File: config.mk
export PLATFORM = sky130hd
export DESIGN_NAME = socket_target_bypass_classifier
export DESIGN_NICKNAME = d
export VERILOG_FILES = /design/src/rtl/stbc_pkg.sv /design/src/rtl/stbc_decode.sv /design/src/rtl/stbc_table.sv /design/src/rtl/socket_target_bypass_classifier.sv
export SDC_FILE = /design/constraint.sdc
export NUM_CORES = 1
export LEC_CHECK = 0
export BUFFER_PORTS_ARGS = -buffer_cell sky130_fd_sc_hd__buf_2
export CORE_MARGIN = 3
export CORE_UTILIZATION = 35
export DETAILED_ROUTE_END_ITERATION = 8
export REMOVE_ABC_BUFFERS = 1
export SLEW_MARGIN = 20
export SYNTH_ARGS = -nofsm -noshare
export SYNTH_HDL_FRONTEND = slang
export SYNTH_SLANG_ARGS = --single-unit
File: constraint.sdc
create_clock -name clk -period 12.4 [get_ports clk]
set_input_delay 0.62 -clock clk [delete_from_list [all_inputs] [get_ports clk]]
set_output_delay 0.62 -clock clk [all_outputs]
set_load 0.01 [all_outputs]
File: src/rtl/stbc_pkg.sv
`default_nettype none
// ----------------------------------------------------------------------------
// stbc_pkg: shared types and codes for the socket target bypass classifier
// Holds request, family and verdict codes and the structs that pass
// between the decode, table and top-level logic.
// ----------------------------------------------------------------------------
package stbc_pkg;

  // request codes
  localparam logic REQ_CLASSIFY = 1'b0;
  localparam logic REQ_WRITE    = 1'b1;

  // address family codes
  localparam logic [1:0] FAM_IPV4 = 2'd0;
  localparam logic [1:0] FAM_IPV6 = 2'd1;

  // verdict codes
  localparam logic [1:0] VERDICT_PROXY   = 2'd0;
  localparam logic [1:0] VERDICT_UNSUP   = 2'd1;
  localparam logic [1:0] VERDICT_MATCH   = 2'd2;
  localparam logic [1:0] VERDICT_WRITE   = 2'd3;

  // word 2 of an ipv4-mapped ipv6 address
  localparam logic [31:0] MAPPED_MARK = 32'h0000_ffff;

  // table slot write request
  typedef struct packed {
    logic        en;
    logic [2:0]  index;
    logic [31:0] addr;
    logic [31:0] mask;
    logic [15:0] port;
    logic        valid;
  } stbc_wr_t;

  // decoded connection target
  typedef struct packed {
    logic        unsupported;
    logic        is_ipv4;
    logic [31:0] target;
  } stbc_target_t;

endpackage
`default_nettype wire

File: src/rtl/stbc_decode.sv
`default_nettype none
// ----------------------------------------------------------------------------
// stbc_decode: target address decode
// Sorts the family, reduces ipv4-mapped ipv6 addresses and picks out the
// ipv4 target that the table is searched with.
// ----------------------------------------------------------------------------
module stbc_decode (
  input  wire logic [1:0]            family,
  input  wire logic [31:0]           addr_w0,
  input  wire logic [31:0]           addr_w1,
  input  wire logic [31:0]           addr_w2,
  input  wire logic [31:0]           addr_w3,
  output stbc_pkg::stbc_target_t     tgt
);
  import stbc_pkg::*;

  logic mapped;

  // ::ffff:a.b.c.d form
  assign mapped = (addr_w0 == 32'd0) && (addr_w1 == 32'd0) && (addr_w2 == MAPPED_MARK);

  // family sort and target pick
  always_comb begin
    tgt.unsupported = 1'b0;
    tgt.is_ipv4     = 1'b0;
    tgt.target      = 32'd0;
    unique case (family)
      FAM_IPV4: begin
        tgt.is_ipv4 = 1'b1;
        tgt.target  = addr_w0;
      end
      FAM_IPV6: begin
        tgt.is_ipv4 = mapped;
        tgt.target  = mapped ? addr_w3 : 32'd0;
      end
      default: begin
        tgt.unsupported = 1'b1;
      end
    endcase
  end

endmodule
`default_nettype wire

File: src/rtl/stbc_table.sv
`default_nettype none
// ----------------------------------------------------------------------------
// stbc_table: bypass network table
// Register table of network entries with per-slot valid bits, written one
// slot at a time and compared against a target in parallel.
// ----------------------------------------------------------------------------
module stbc_table #(
  parameter int ENTRIES = 8
) (
  input  wire logic                clk,
  input  wire logic                rst_n,
  input  wire stbc_pkg::stbc_wr_t  wr,
  input  wire logic [31:0]         target,
  input  wire logic [15:0]         tport,
  output logic                     hit
);
  import stbc_pkg::*;

  logic [31:0]        addr_r  [ENTRIES];
  logic [31:0]        mask_r  [ENTRIES];
  logic [15:0]        port_r  [ENTRIES];
  logic [ENTRIES-1:0] valid_r;
  logic [ENTRIES-1:0] valid_nxt;
  logic [ENTRIES-1:0] sel;
  logic [ENTRIES-1:0] match;

  // slot select, writes beyond the table select nothing
  always_comb begin
    for (int i = 0; i < ENTRIES; i++) begin
      sel[i] = wr.en && (int'(wr.index) == i);
    end
  end

  // valid bits
  always_comb begin
    valid_nxt = valid_r;
    for (int i = 0; i < ENTRIES; i++) begin
      if (sel[i]) valid_nxt[i] = wr.valid;
    end
  end

  always_ff @(posedge clk) begin
    if (!rst_n) begin
      valid_r <= '0;
    end else begin
      valid_r <= valid_nxt;
    end
  end

  // entry payload, no reset
  always_ff @(posedge clk) begin
    for (int i = 0; i < ENTRIES; i++) begin
      if (sel[i]) begin
        addr_r[i] <= wr.addr;
        mask_r[i] <= wr.mask;
        port_r[i] <= wr.port;
      end
    end
  end

  // parallel masked compare per slot
  always_comb begin
    for (int i = 0; i < ENTRIES; i++) begin
      match[i] = valid_r[i] && (((target ^ addr_r[i]) & mask_r[i]) == 32'd0) &&
                 ((port_r[i] == 16'd0) || (port_r[i] == tport));
    end
  end

  assign hit = |match;

endmodule
`default_nettype wire

File: src/rtl/socket_target_bypass_classifier.sv
`default_nettype none
// An accepted word passes through the input register and then the result register.
// Throughput: one word per cycle; the input register and the result register
// both advance whenever the result register is empty or being taken.
// A table write takes effect for the word right behind it.
// Reset (synchronous, rst_n low) empties both registers and clears all
// table valid bits; entry contents are kept and read only once rewritten.
// ----------------------------------------------------------------------------
// socket_target_bypass_classifier: proxy bypass classifier
// Decodes a connection target, matches ipv4 targets against a table of
// network entries and reports bypass and verdict; write words load entries.
// ----------------------------------------------------------------------------
module socket_target_bypass_classifier #(
  parameter int ENTRIES = 8
) (
  input  wire logic        clk,
  input  wire logic        rst_n,
  input  wire logic        in_valid,
  output logic             in_stall,
  input  wire logic        in_req_type,
  input  wire logic [1:0]  in_family,
  input  wire logic [31:0] in_addr_w0,
  input  wire logic [31:0] in_addr_w1,
  input  wire logic [31:0] in_addr_w2,
  input  wire logic [31:0] in_addr_w3,
  input  wire logic [15:0] in_port,
  input  wire logic [2:0]  in_entry_index,
  input  wire logic [31:0] in_entry_addr,
  input  wire logic [31:0] in_entry_mask,
  input  wire logic [15:0] in_entry_port,
  input  wire logic        in_entry_valid,
  output logic             out_valid,
  input  wire logic        out_stall,
  output logic             out_bypass,
  output logic [1:0]       out_verdict,
  output logic             out_is_ipv6,
  output logic [31:0]      out_ipv4_target,
  output logic [15:0]      out_port_out
);
  import stbc_pkg::*;

  // input register
  logic        s1_valid_r;
  logic        s1_valid_nxt;
  logic        s1_req_r;
  logic [1:0]  s1_family_r;
  logic [31:0] s1_w0_r;
  logic [31:0] s1_w1_r;
  logic [31:0] s1_w2_r;
  logic [31:0] s1_w3_r;
  logic [15:0] s1_port_r;
  logic [2:0]  s1_eidx_r;
  logic [31:0] s1_eaddr_r;
  logic [31:0] s1_emask_r;
  logic [15:0] s1_eport_r;
  logic        s1_evalid_r;

  // result register
  logic        out_valid_r;
  logic        out_valid_nxt;
  logic        bypass_r;
  logic        bypass_nxt;
  logic [1:0]  verdict_r;
  logic [1:0]  verdict_nxt;
  logic        is_ipv6_r;
  logic        is_ipv6_nxt;
  logic [31:0] ipv4_r;
  logic [31:0] ipv4_nxt;
  logic [15:0] port_out_r;
  logic [15:0] port_out_nxt;

  logic         out_free;
  logic         in_take;
  logic         hit;
  stbc_target_t tgt;
  stbc_wr_t     wr;

  // handshake
  assign out_free = !out_valid_r || !out_stall;
  assign in_stall = s1_valid_r && !out_free;
  assign in_take  = in_valid && !in_stall;

  assign s1_valid_nxt  = in_take ? 1'b1 : (out_free ? 1'b0 : s1_valid_r);
  assign out_valid_nxt = out_free ? s1_valid_r : out_valid_r;

  always_ff @(posedge clk) begin
    if (!rst_n) begin
      s1_valid_r  <= 1'b0;
      out_valid_r <= 1'b0;
    end else begin
      s1_valid_r  <= s1_valid_nxt;
      out_valid_r <= out_valid_nxt;
    end
  end

  // input payload capture
  always_ff @(posedge clk) begin
    if (in_take) begin
      s1_req_r    <= in_req_type;
      s1_family_r <= in_family;
      s1_w0_r     <= in_addr_w0;
      s1_w1_r     <= in_addr_w1;
      s1_w2_r     <= in_addr_w2;
      s1_w3_r     <= in_addr_w3;
      s1_port_r   <= in_port;
      s1_eidx_r   <= in_entry_index;
      s1_eaddr_r  <= in_entry_addr;
      s1_emask_r  <= in_entry_mask;
      s1_eport_r  <= in_entry_port;
      s1_evalid_r <= in_entry_valid;
    end
  end

  // target decode
  stbc_decode u_decode (
    .family  (s1_family_r),
    .addr_w0 (s1_w0_r),
    .addr_w1 (s1_w1_r),
    .addr_w2 (s1_w2_r),
    .addr_w3 (s1_w3_r),
    .tgt     (tgt)
  );

  // table write as the word leaves the input register
  always_comb begin
    wr.en    = s1_valid_r && out_free && (s1_req_r == REQ_WRITE);
    wr.index = s1_eidx_r;
    wr.addr  = s1_eaddr_r;
    wr.mask  = s1_emask_r;
    wr.port  = s1_eport_r;
    wr.valid = s1_evalid_r;
  end

  stbc_table #(
    .ENTRIES (ENTRIES)
  ) u_table (
    .clk    (clk),
    .rst_n  (rst_n),
    .wr     (wr),
    .target (tgt.target),
    .tport  (s1_port_r),
    .hit    (hit)
  );

  // result build
  always_comb begin
    bypass_nxt   = 1'b0;
    verdict_nxt  = VERDICT_PROXY;
    is_ipv6_nxt  = 1'b0;
    ipv4_nxt     = 32'd0;
    port_out_nxt = 16'd0;
    if (s1_req_r == REQ_WRITE) begin
      verdict_nxt = VERDICT_WRITE;
    end else if (tgt.unsupported) begin
      bypass_nxt  = 1'b1;
      verdict_nxt = VERDICT_UNSUP;
    end else begin
      port_out_nxt = s1_port_r;
      if (tgt.is_ipv4) begin
        ipv4_nxt = tgt.target;
        if (hit) begin
          bypass_nxt  = 1'b1;
          verdict_nxt = VERDICT_MATCH;
        end
      end else begin
        is_ipv6_nxt = 1'b1;
      end
    end
  end

  // result payload
  always_ff @(posedge clk) begin
    if (out_free) begin
      bypass_r   <= bypass_nxt;
      verdict_r  <= verdict_nxt;
      is_ipv6_r  <= is_ipv6_nxt;
      ipv4_r     <= ipv4_nxt;
      port_out_r <= port_out_nxt;
    end
  end

  assign out_valid       = out_valid_r;
  assign out_bypass      = bypass_r;
  assign out_verdict     = verdict_r;
  assign out_is_ipv6     = is_ipv6_r;
  assign out_ipv4_target = ipv4_r;
  assign out_port_out    = port_out_r;

  // checks
  a_advance: assert property (@(posedge clk) disable iff (!rst_n)
    s1_valid_r && !out_stall |=> out_valid_r)
    else $error("input word did not advance to result register");

  a_write_clean: assert property (@(posedge clk) disable iff (!rst_n)
    out_valid_r && (verdict_r == VERDICT_WRITE) |->
      !bypass_r && !is_ipv6_r && (ipv4_r == 32'd0) && (port_out_r == 16'd0))
    else $error("write word result carries target data");

  a_bypass_code: assert property (@(posedge clk) disable iff (!rst_n)
    out_valid_r |->
      (bypass_r == ((verdict_r == VERDICT_UNSUP) || (verdict_r == VERDICT_MATCH))))
    else $error("bypass disagrees with verdict");

  a_ipv6_result: assert property (@(posedge clk) disable iff (!rst_n)
    out_valid_r && is_ipv6_r |-> (verdict_r == VERDICT_PROXY) && (ipv4_r == 32'd0))
    else $error("ipv6 target with ipv4 result");

endmodule
`default_nettype wire

# Yosys cells after proc, flatten, opt, wreduce, memory -nomap -nowiden
# Memory sizes are Yosys's and may differ from the RTL's.
# Cells that the tools add are included.
[totals]
mem_bits_ro = 0
elab_cells = 245
input_bits = 235
mem_bits_rw = 640
output_inout_bits = 54
latchBits = 0
mem_count = 3
regBits = 293
[memory_table]
columns = ["memory", "depth", "width", "rd", "rd_ports_with_merged_regs", "write_ports", "line_no", "text"]
rows = [
  ["u_table.addr_r", 8, 32, 8, 0, 1, "stbc_table.sv:19", "logic [31:0] addr_r [ENTRIES];"],
  ["u_table.mask_r", 8, 32, 8, 0, 1, "stbc_table.sv:20", "logic [31:0] mask_r [ENTRIES];"],
  ["u_table.port_r", 8, 16, 8, 0, 1, "stbc_table.sv:21", "logic [15:0] port_r [ENTRIES];"],
]
[classes]
magnitude_cmp = 0
eq_ne = 17
n_bitwise = 18
mux = 90
mul = 0
n_reduce_logical = 89
div = 0
n_shift = 0
add_sub_neg = 0
[ops]
columns = ["op", "count"]
rows = [
  ["32-bit 2-to-1 mux", 15],
  ["32-bit OR reduction", 14],
  ["32-bit zero test", 10],
  ["32-bit bitwise AND", 8],
  ["32-bit bitwise XOR", 8],
  ["16-bit == test", 8],
  ["16-bit zero test", 8],
  ["16-bit 2-to-1 mux", 7],
  ["16-bit OR reduction", 7],
  ["33-bit one-hot mux with 2 select lines", 1],
  ["3-bit 2-to-1 mux", 21],
  ["1-bit 2-to-1 mux", 43],
  ["32-bit by 16-bit == test with 1-bit output (second input constant)", 1],
  ["1-bit logical AND", 30],
  ["3-bit == test (second input constant)", 4],
  ["1-bit logical OR", 9],
  ["8-bit OR reduction", 1],
  ["3-bit by 2-bit == test with 1-bit output (second input constant)", 2],
  ["2-bit 2-to-1 mux", 3],
  ["1-bit zero test", 4],
  ["2-bit OR reduction", 2],
  ["3-bit by 1-bit == test with 1-bit output (second input constant)", 1],
  ["3-bit zero test", 1],
  ["3-bit OR reduction", 1],
  ["other kinds (4)", 5],
]

# Logic depth before layout (Yosys ltp)
# Gate-level depths: netlist of run 1.
[depth]
ltp_word = 15
mapped_depth = 14
ltp_nobuf = 10

# Hierarchy
# Synthesis of run 1 repeated with hierarchy kept, for this count alone.
[unflattened]
cells_unflattened = 1876
hier_area_um2 = 35072.4
[by_module_without_submodules]
columns = ["module", "cells_each", "instances", "seq_area_each_um2", "area_each_um2"]
rows = [
  ["stbc_table", 1371, 1, 19378.6, 25131.6],
  ["socket_target_bypass_classifier", 355, 1, 8538.2, 9006.1],
  ["stbc_decode", 150, 1, 0.0, 934.6],
]

# Worst setup path before layout of run 1
# No wires, ideal clock.
[synth_timing]
path_type = "input to register"
startpoint = "in out_stall"
endpoint = "reg s1_eaddr_r[0], enable pin"
n_path_buf = 0
arrival_time_ps = 10969
t_required_ps = 11548
setup_time_ps = 852
stages = 2
setup_slack_ps = 579
path_cell_list = "and3_1 nor2b_1"
[synth_between]
elab_chain_cells = 6
[synth_lines]
columns = ["item", "line_no", "text"]
rows = [
  ["start, declared", "socket_target_bypass_classifier.sv:33", "input wire logic out_stall,"],
  ["1-bit zero test", "socket_target_bypass_classifier.sv:79", "assign out_free = !out_valid_r || !out_stall;"],
  ["1-bit logical OR", "socket_target_bypass_classifier.sv:79", ""],
  ["1-bit zero test", "socket_target_bypass_classifier.sv:80", "assign in_stall = s1_valid_r && !out_free;"],
  ["1-bit logical AND", "socket_target_bypass_classifier.sv:80", ""],
  ["1-bit zero test", "socket_target_bypass_classifier.sv:81", "assign in_take = in_valid && !in_stall;"],
  ["1-bit logical AND", "socket_target_bypass_classifier.sv:81", ""],
  ["net in_take", "socket_target_bypass_classifier.sv:73", "logic in_take;"],
  ["end signal, assigned", "socket_target_bypass_classifier.sv:107", "s1_eaddr_r <= in_entry_addr;"],
  ["end, declared", "socket_target_bypass_classifier.sv:53", "logic [31:0] s1_eaddr_r;"],
]
# The timed path passes the listed nets, and every way through them passes these cells.
# A chain may end at the register's enable or synchronous reset.

# Worst setup path after layout of run 1
[layout_timing]
startpoint = "reg s1_w2_r[16]"
endpoint = "reg bypass_r (netlist: out_bypass) (data pin)"
[layout_between]
elab_chain_cells = 13
elab_cells_between_ends = 48
classes_between = "eq/ne (1); mux (5); bitwise (16); reduce/logical (26)"
[layout_lines]
columns = ["item", "line_no", "text"]
rows = [
  ["start, declared", "socket_target_bypass_classifier.sv:49", "logic [31:0] s1_w2_r;"],
  ["start signal, assigned", "socket_target_bypass_classifier.sv:103", "s1_w2_r <= in_addr_w2;"],
  ["32-bit by 16-bit == test with 1-bit output (*)", "stbc_decode.sv:20", "assign mapped = (addr_w0 == 32'd0) && (addr_w1 == 32'd0) && (addr_w2 == MAPPED_MARK);"],
  ["1-bit logical AND (*)", "stbc_decode.sv:20", ""],
  ["32-bit 2-to-1 mux", "stbc_decode.sv:34", "tgt.target = mapped ? addr_w3 : 32'd0;"],
  ["33-bit one-hot mux with 2 select lines (*)", "stbc_decode.sv:27", "unique case (family)"],
  ["32-bit bitwise XOR", "stbc_table.sv:64", "match[i] = valid_r[i] && (((target ^ addr_r[i]) & mask_r[i]) == 32'd0) &&"],
  ["32-bit bitwise AND", "stbc_table.sv:64", ""],
  ["32-bit zero test", "stbc_table.sv:64", ""],
  ["1-bit logical AND (2 in series)", "stbc_table.sv:64", ""],
  ["8-bit OR reduction", "stbc_table.sv:69", "assign hit = |match;"],
  ["1-bit 2-to-1 mux", "socket_target_bypass_classifier.sv:161", "if (hit) begin"],
  ["1-bit 2-to-1 mux (*)", "socket_target_bypass_classifier.sv:159", "if (tgt.is_ipv4) begin"],
  ["1-bit 2-to-1 mux (*)", "socket_target_bypass_classifier.sv:154", "end else if (tgt.unsupported) begin"],
  ["end signal, assigned", "socket_target_bypass_classifier.sv:174", "bypass_r <= bypass_nxt;"],
  ["end, declared", "socket_target_bypass_classifier.sv:61", "logic bypass_r;"],
]
# Every way passes the cells marked *; elsewhere a longest branch is shown, timed or not.

==> out/results.ini, run 1 <==
[floorplanning]
core_area_um2 = 104000
die_w_um = 330
fp-row-count = 118
start_util_pct = 35.4
die_area_um2 = 109000
die_y_um = 330
pin_count = 289

[logic_synthesis]
synth_area_um2 = 36800
synth_fa_ha_area_share_pct = 0
synth.distinct_cells = 47
synthFlopType = edfxtp_1
synthCells = 2259
syn_area_per_cell_um2 = 16.3
yosysSeqAreaShare_pct = 75.8
synth_compound_area_share_pct = 3.53
synth-edff-count = 923
synthMuxAreaShare_pct = 5.15
ys_seq_elements = 933
synthXorXnorAreaFrac_pct = 4.57
synthArstFlopShare_pct = 0
synthSimpleGateAreaFrac_pct = 10.3
synth_top_family_by_area = simple AND/OR/NAND/NOR gates
yosys_warnings = 0

[power_and_ir_drop]
powerDensity_nw_per_um2 = 158
internal-power_uw = 5370
switching_share_pct = 22.0
pwr-share-seq_pct = 53.1
clockPowerShare_pct = 43.6
combPwrFrac_pct = 3.3
p_switching_uw = 1510
peakVddDrop_mv = 0.115
leakage_uw = 0.0155

[clock_network]
clk_path_buf_depth = 3
clk_latency_ns = 0.70
cts_buffers = 98
clock-root-buffer = clkbuf_16
clk_pin_slew_ns = 0.06
cts.sinks = 933
cts_tree = done
cts_hold_buf = 0
postCtsResizedCells = 0
postCtsSetupBuffers = 0
htreeDepth = 3

[routing]
vias_per_cell = 5.20
drtIter0Drc = 2228
firstDrtPassIters = 6
drt-total-wl_um = 109000
drtAntennaViolNets = 0
wl_per_cell_um = 26.6
via_count = 21400
drc = 0

[sta]
setup_viol = 0
finalClockSkew_ns = 0.0468
post-route-period-util_pct = 42.2
slew_headroom_pct = 23.6
period_minus_slack_ns = 5.23
fin_setup_tns_ns = 0
hold_viol = 0
drv_slew = 0
worst_pin_slew_ns = 1.12
rsz0062_at_grt = no
max_freq_ghz = 0.191

[layout]
area_growth_pct = 18.7
final_cell_area_um2 = 43700
final_common_cell = edfxtp_1
layout_common_cells = 923 x edfxtp_1, 289 x buf_2, 230 x nand2_1, 189 x nand2b_1, 186 x mux2i_1
diodes = 0
drive_gt1_share_pct = 19.6
nNetsFinal = 2886
fill_cells = 9293

[worst_setup_path]
cp_slowest_stage_delay_ns = 0.97
path_cells = or4_1 -> or4_1 -> nor4_4 -> buf_4 -> a22oi_1 -> buf_2 -> mux2i_1 -> a2111oi_0 -> nand4_1 -> o22ai_1 -> nor4_2 -> a21boi_1
crit_fanout = 34
cp-startpoint = s1_w2_r[16]$_DFFE_PP_
critPathMostFrequentCell = or4_1
crit_type = flop to flop
startpoint_type = flop
arrival_ns = 5.76
required_ns = 12.93
critPathSlowestCell = a2111oi_0
rr_startpoint = s1_w2_r[16]$_DFFE_PP_
endpoint_kind = flop

[run]
cap_violations = 0

[global_routing]
grt_max_degree = 154
grt_use_total_pct = 19.7
grt_overflow = 0
grt_pass1_wl_um = 154000
antenna_found_initial = 3
grt_pass1_vias = 21300

[placement]
hpwlAfterDp_um = 75400
io_buffers = 288
placed_area_um2 = 40400
place.gp.congestion = 0.921

[hold_path]
hold_class = input port to flop
worstHoldStart = in_entry_addr[29]

[run_status]
status = complete, no violations

power by group through the flow:
stage	combinational, uW	sequential (uW)	clock (uW)
after global routing	242	3660	3200
after detailed placement	226	3720	0
after global placement	221	3720	0
final	225	3660	3000
after floorplan	102	3680	0
after CTS	227	3660	3080
synth_stat cells, types with 4 or more instances:
library cell	instances	area, um^2
a22oi_1	25	188
a31o_2	4	35.0
nand4b_1	4	35.0
clkbuf_1	43	161
nand2b_1	189	1180
buf_1	4	15.0
a22oi_2	6	75.1
o21ai_0	10	50.1
nor4_1	80	500
nand4_1	53	332
xor2_1	64	561
mux2i_1	186	1860
nor2b_1	39	244
a2111oi_0	64	561
buf_2	9	45.0
a311o_1	4	40.0
xnor2_1	128	1120
nor2_1	41	154
and4_1	4	35.0
nand2_1	231	867
nor3_1	34	170
and2_1	16	100
dfxtp_1	10	200
edfxtp_1	923	27700
o22ai_1	4	25.0
a21boi_0	6	45.0
inv_1	5	18.8
and3_1	7	43.8
a21oi_1	35	175
worst paths after layout:
path                                                   endpoint  slack, ns  depth (start not counted)
worst max-delay path                   out_bypass$_SDFFCE_PP0N_       7.17                         12
worst min-delay path                   s1_eaddr_r[29]$_DFFE_PP_       0.09                          1
worst max register to register         out_bypass$_SDFFCE_PP0N_       7.17                         12
worst min register to register  u_table.valid_r[3]$_SDFFE_PN0P_       0.49                          2
critical path, delay by kind of cell (launching register included):
kind	cells	cell delay, ns
AND/OR/NAND/NOR	5	1.78
AO/OA/AOI/OAI	4	1.85
flip-flops	1	0.37
multiplexers	1	0.28
buffers and inverters	2	0.76
cells by family (layout without fill, tap and decap cells):
kind of cell | count (synthesis) | in the layout
AOI/OAI and AO/OA | 171 | 171
xor gates and xnor gates | 192 | 192
buffers and inverters | 61 | 530
DFF | 933 | 933
muxes | 189 | 189
and+or+nand+nor | 713 | 713
cell type report:
| type | instances | area (um^2) | area share [%] |
|---|---|---|---|
| Sequential cell | 933 | 27900 | 63.8 |
| Inverter | 5 | 18.8 | 0.0429 |
| Tap cell | 1380 | 1730 | 3.95 |
| Timing Repair Buffer | 348 | 1930 | 4.42 |
| Clock buffer | 106 | 2480 | 5.68 |
| Multi-Input combinational cell | 1265 | 8810 | 20.2 |
| Clock inverter | 71 | 833 | 1.91 |
per-layer routing:
metal	GRT usage, %	up-vias	wire length, um
li1	-	9469	-
met1	27.4	10800	46400
met2	31.1	904	50800
met3	4.08	163	8590
met4	6.47	0	3530
met5	0	-	0
metrics by stage:
stage | setup WS (ns) | util (%) | cells | total power, uW | hold WS (ns)
floorplan | 0.579 | - | 2203 | 3780 | 0.454
global placement | 6.99 | 38.7 | 3923 | 3940 | 0.473
detailed placement | 7.06 | 38.8 | 3930 | 3950 | 0.479
CTS | 7.05 | 42.0 | 4107 | 6960 | 0.0427
global route | 7.14 | 42.1 | 4108 | 7100 | 0.0562
finish | 7.17 | 42.1 | 4108 | 6890 | 0.0914
flip-flops by register name, summed over array words and instances, names as in the netlist, 8 cells and up:
signal           count
u_table.addr_r     256
u_table.mask_r     256
u_table.port_r     128
out_ipv4_target     32
s1_eaddr_r          32
s1_emask_r          32
s1_w0_r             32
s1_w1_r             32
s1_w2_r             32
s1_w3_r             32
out_port_out        16
s1_eport_r          16
s1_port_r           16
u_table.valid_r      8
(Power assumes the default switching activity.)
==> run 2, diff against run 1 <==
--- a/config.mk
+++ b/config.mk
@@ -5,6 +5,7 @@
 export SDC_FILE = /design/constraint.sdc
 export NUM_CORES = 1
 export LEC_CHECK = 0
+export ABC_AREA = 1
 export BUFFER_PORTS_ARGS = -buffer_cell sky130_fd_sc_hd__buf_2
 export CORE_MARGIN = 3
 export CORE_UTILIZATION = 35
==> constraint.sdc (replaced) <==
create_clock -name clk -period 4.85 [get_ports clk]
set_input_delay 0.2425 -clock clk [delete_from_list [all_inputs] [get_ports clk]]
set_output_delay 0.2425 -clock clk [all_outputs]
set_load 0.01 [all_outputs]
==> run 2 against run 1 <==
Compared with the run above:
- non-clock buffer count grew 204
- sequential share of layout area is 3.9 points lower
- sequential power increased to 2.5 times the previous value
- synthesized area up 1.3%
- die area is 1.3% higher
- critical endpoint unchanged
- largest cell class unchanged
==> out/results.ini, run 2 <==
[run_status]
status = complete, no violations  ; unchanged

[worst_setup_path]
crit_fanout = 10  ; was 34
endpoint_kind = flop  ; unchanged
arrival_ns = 4.55  ; was 5.76 ns
r2r_end = out_bypass$_SDFFCE_PP0N_  ; unchanged
ff2ff_path_depth = 22  ; was 12
startpoint_type = flop  ; unchanged
cp-startpoint = s1_w0_r[23]$_DFFE_PP_  ; was s1_w2_r[16]$_DFFE_PP_
rrSetupSlack_ns = 0.82  ; was 7.17 ns
crit_type = flop to flop  ; unchanged
required_ns = 5.37  ; was 12.93 ns
rr_startpoint = s1_w0_r[23]$_DFFE_PP_  ; was s1_w2_r[16]$_DFFE_PP_

[power_and_ir_drop]
powerDensity_nw_per_um2 = 388  ; was 158 nW/um^2
peakVddDrop_mv = 0.293  ; was 0.115 mV
power.total_uw = 18100  ; was 6890 uW
leakage_uw = 0.0168  ; was 0.0155 uW

[global_routing]
grt_max_degree = 96  ; was 154
grt_pass1_vias = 24700  ; was 21300
grt_use_total_pct = 18.8  ; was 19.7%
grt_pass1_wl_um = 157000  ; was 154000 um
grt_overflow = 0  ; unchanged
antenna_found_initial = 4  ; was 3

[placement]
hpwlAfterDp_um = 69500  ; was 75400 um
place.gp.congestion = 0.830  ; was 0.921
io_buffers = 288  ; unchanged

[layout]
area_growth_pct = 24.8  ; was 18.7%
fill_cells = 9349  ; was 9293
postLayoutCoreUtil_pct = 44.1  ; was 42.1%
nNetsFinal = 3655  ; was 2886
drive_gt1_share_pct = 16.0  ; was 19.6%
final_common_cell = edfxtp_1  ; unchanged
layout_common_cells = 923 x edfxtp_1, 472 x nand3_1, 471 x nand2_1, 288 x buf_2, 233 x dlygate4sd3_1  ; was 923 x edfxtp_1, 289 x buf_2, 230 x nand2_1, 189 x nand2b_1, 186 x mux2i_1
top_regs = u_table.addr_r: 256 flops, u_table.mask_r: 256 flops, u_table.port_r: 128 flops  ; unchanged

[sta]
hold_viol = 0  ; unchanged
drv_slew = 0  ; unchanged
slew_headroom_pct = 43.3  ; was 23.6%
setup_viol = 0  ; unchanged
rsz0062_at_grt = no  ; unchanged
max_freq_ghz = 0.248  ; was 0.191 GHz
finalClockSkew_ns = 0.0392  ; was 0.0468 ns
post-route-period-util_pct = 83.1  ; was 42.2%
period_minus_slack_ns = 4.03  ; was 5.23 ns
fin_setup_tns_ns = 0  ; unchanged
hold_ws_ns = 0.115  ; was 0.0914 ns
worst_pin_slew_ns = 0.848  ; was 1.12 ns

[routing]
wl_per_cell_um = 21.7  ; was 26.6 um
vias_per_cell = 5.11  ; was 5.20
drc = 0  ; unchanged
drt-total-wl_um = 106000  ; was 109000 um
drtIter0Drc = 2630  ; was 2228
firstDrtPassIters = 6  ; unchanged
via_count = 25000  ; was 21400
drtAntennaViolNets = 0  ; unchanged

[hold_path]
holdPathStages = 2  ; was 1
worstHoldStart = out_stall  ; was in_entry_addr[29]
hold_end = out_port_out[12]$_SDFFCE_PP0N_  ; was s1_eaddr_r[29]$_DFFE_PP_
hold_class = input port to flop  ; unchanged

[logic_synthesis]
ys_seq_elements = 933  ; unchanged
synth.top_cell.area_share_pct = 74.3  ; was 75.2%
synthCells = 2815  ; was 2259
synth_area_um2 = 37300  ; was 36800 um^2
yosysSeqAreaShare_pct = 74.8  ; was 75.8%
synth_most_common_cell = edfxtp_1  ; unchanged
synth-edff-count = 923  ; unchanged
synth_commonest_cells = 923 x edfxtp_1, 473 x nand2_1, 472 x nand3_1  ; was 923 x edfxtp_1, 231 x nand2_1, 189 x nand2b_1
synth.distinct_cells = 34  ; was 47
synth_area_leaders = edfxtp_1 74%, nand3_1 6.3%, nand2_1 4.8%  ; was edfxtp_1 75%, mux2i_1 5.1%, nand2b_1 3.2%
synthFlopType = edfxtp_1  ; unchanged
syn_area_per_cell_um2 = 13.3  ; was 16.3 um^2
synth_top_area_cell = edfxtp_1  ; unchanged
synthArstFlopShare_pct = 0  ; unchanged
yosys_warnings = 0  ; unchanged

[floorplanning]
fp-row-count = 119  ; was 118
die_area_um2 = 111000  ; was 109000 um^2
pin_count = 289  ; unchanged
core_area_um2 = 106000  ; was 104000 um^2
start_util_pct = 35.3  ; was 35.4%
die_w_um = 332  ; was 330 um
die_y_um = 332  ; was 330 um

[clock_network]
cts.sinks = 933  ; unchanged
cts_tree = done  ; unchanged
clk_latency_ns = 0.68  ; was 0.70 ns
clock-root-buffer = clkbuf_16  ; unchanged
postCtsSetupBuffers = 0  ; unchanged
clk_path_buf_depth = 3  ; unchanged
clk_pin_slew_ns = 0.06  ; about the same
htreeDepth = 3  ; unchanged
cts_buffers = 102  ; was 98

[run]
cap_violations = 0  ; unchanged

run 2: changes by cell type in the layout (fill, tap and decap cells not counted), moves of 186 or more:
cell,previous run,this run
nand3_1,0,472
nand2_1,230,471
dlygate4sd3_1,0,233
nand2b_1,189,0
nor2_1,33,220
mux2i_1,186,0
run 2: final cells by class:
| type | instances | area [um^2] | area share, % |
|---|---|---|---|
| clock buffer | 119 | 2640 | 5.67 |
| multi-input combinational | 1682 | 8690 | 18.7 |
| timing repair buffer | 552 | 4180 | 8.97 |
| tap | 1391 | 1740 | 3.74 |
| inverter | 149 | 569 | 1.22 |
| clock inverter | 74 | 813 | 1.75 |
| antenna | 3 | 7.51 | 0.0161 |
| sequential | 933 | 27900 | 60.0 |
run 2: cells by family after synthesis:
group | synth area share, %
and+or+nand+nor | 20.7
buffers and inverters | 2.10
AOI/OAI and AO/OA | 0.902
DFF | 74.8
xor gates and xnor gates | 1.48
run 2: per-stage QoR:
stage               std cells  worst slack (ns)  area, um^2
floorplan                2764             -2.17       37100
global placement         4473             0.914       40700
detailed placement       4473             0.935       40700
CTS                      4899             0.907       46500
global route             4901             0.621       46500
finish                   4903             0.822       46600
run 2: worst max path at each step:
stage / endpoint
after global placement: out_bypass$_SDFFCE_PP0N_
after global routing: out_bypass$_SDFFCE_PP0N_
final: out_bypass$_SDFFCE_PP0N_
after floorplan: s1_eaddr_r[0]$_DFFE_PP_
after CTS: out_bypass$_SDFFCE_PP0N_
after detailed placement: out_bypass$_SDFFCE_PP0N_
run 2: routing by layer:
layer | GRT usage, % | part of all wire [%] | vias to the layer above
met5 | 0 | 0.012 | -
met1 | 26.1 | 43 | 12400
met2 | 30.5 | 47 | 952
met4 | 5.89 | 2.9 | 2
li1 | - | - | 11500
met3 | 3.02 | 6.5 | 183
run 2: worst max-delay path, cell delays in order, from the launching register on:
cell,delay [ns]
edfxtp_1,0.40
nor2_1,0.29
nand2_1,0.15
nor2_1,0.28
nand2_1,0.09
nor2_1,0.11
nand2_1,0.09
nor2_4,0.37
buf_4,0.24
nand3_2,0.25
nand2_2,0.27
nand2_1,0.09
nand3_1,0.09
nand2_1,0.06
nor2_1,0.17
nand2_1,0.07
nor2_1,0.27
nand3_1,0.11
nand2_1,0.08
nor2_1,0.04
nand2_1,0.12
nand2_1,0.10
a21oi_2,0.11
run 2: repair_timing:
| item | in CTS | in global routing |
|---|---|---|
| gates resized for setup | 0 | 0 |
| hold buffers | 233 | 0 |
| hold endpoints to repair | 241 | 0 |
run 2: power breakdown:
| part | internal, uW | switching, uW | total [uW] |
|---|---|---|---|
| logic | 335 | 454 | 789 |
| clock network | 4750 | 3240 | 7990 |
| registers | 9080 | 215 | 9290 |
| total | 14200 | 3910 | 18100 |
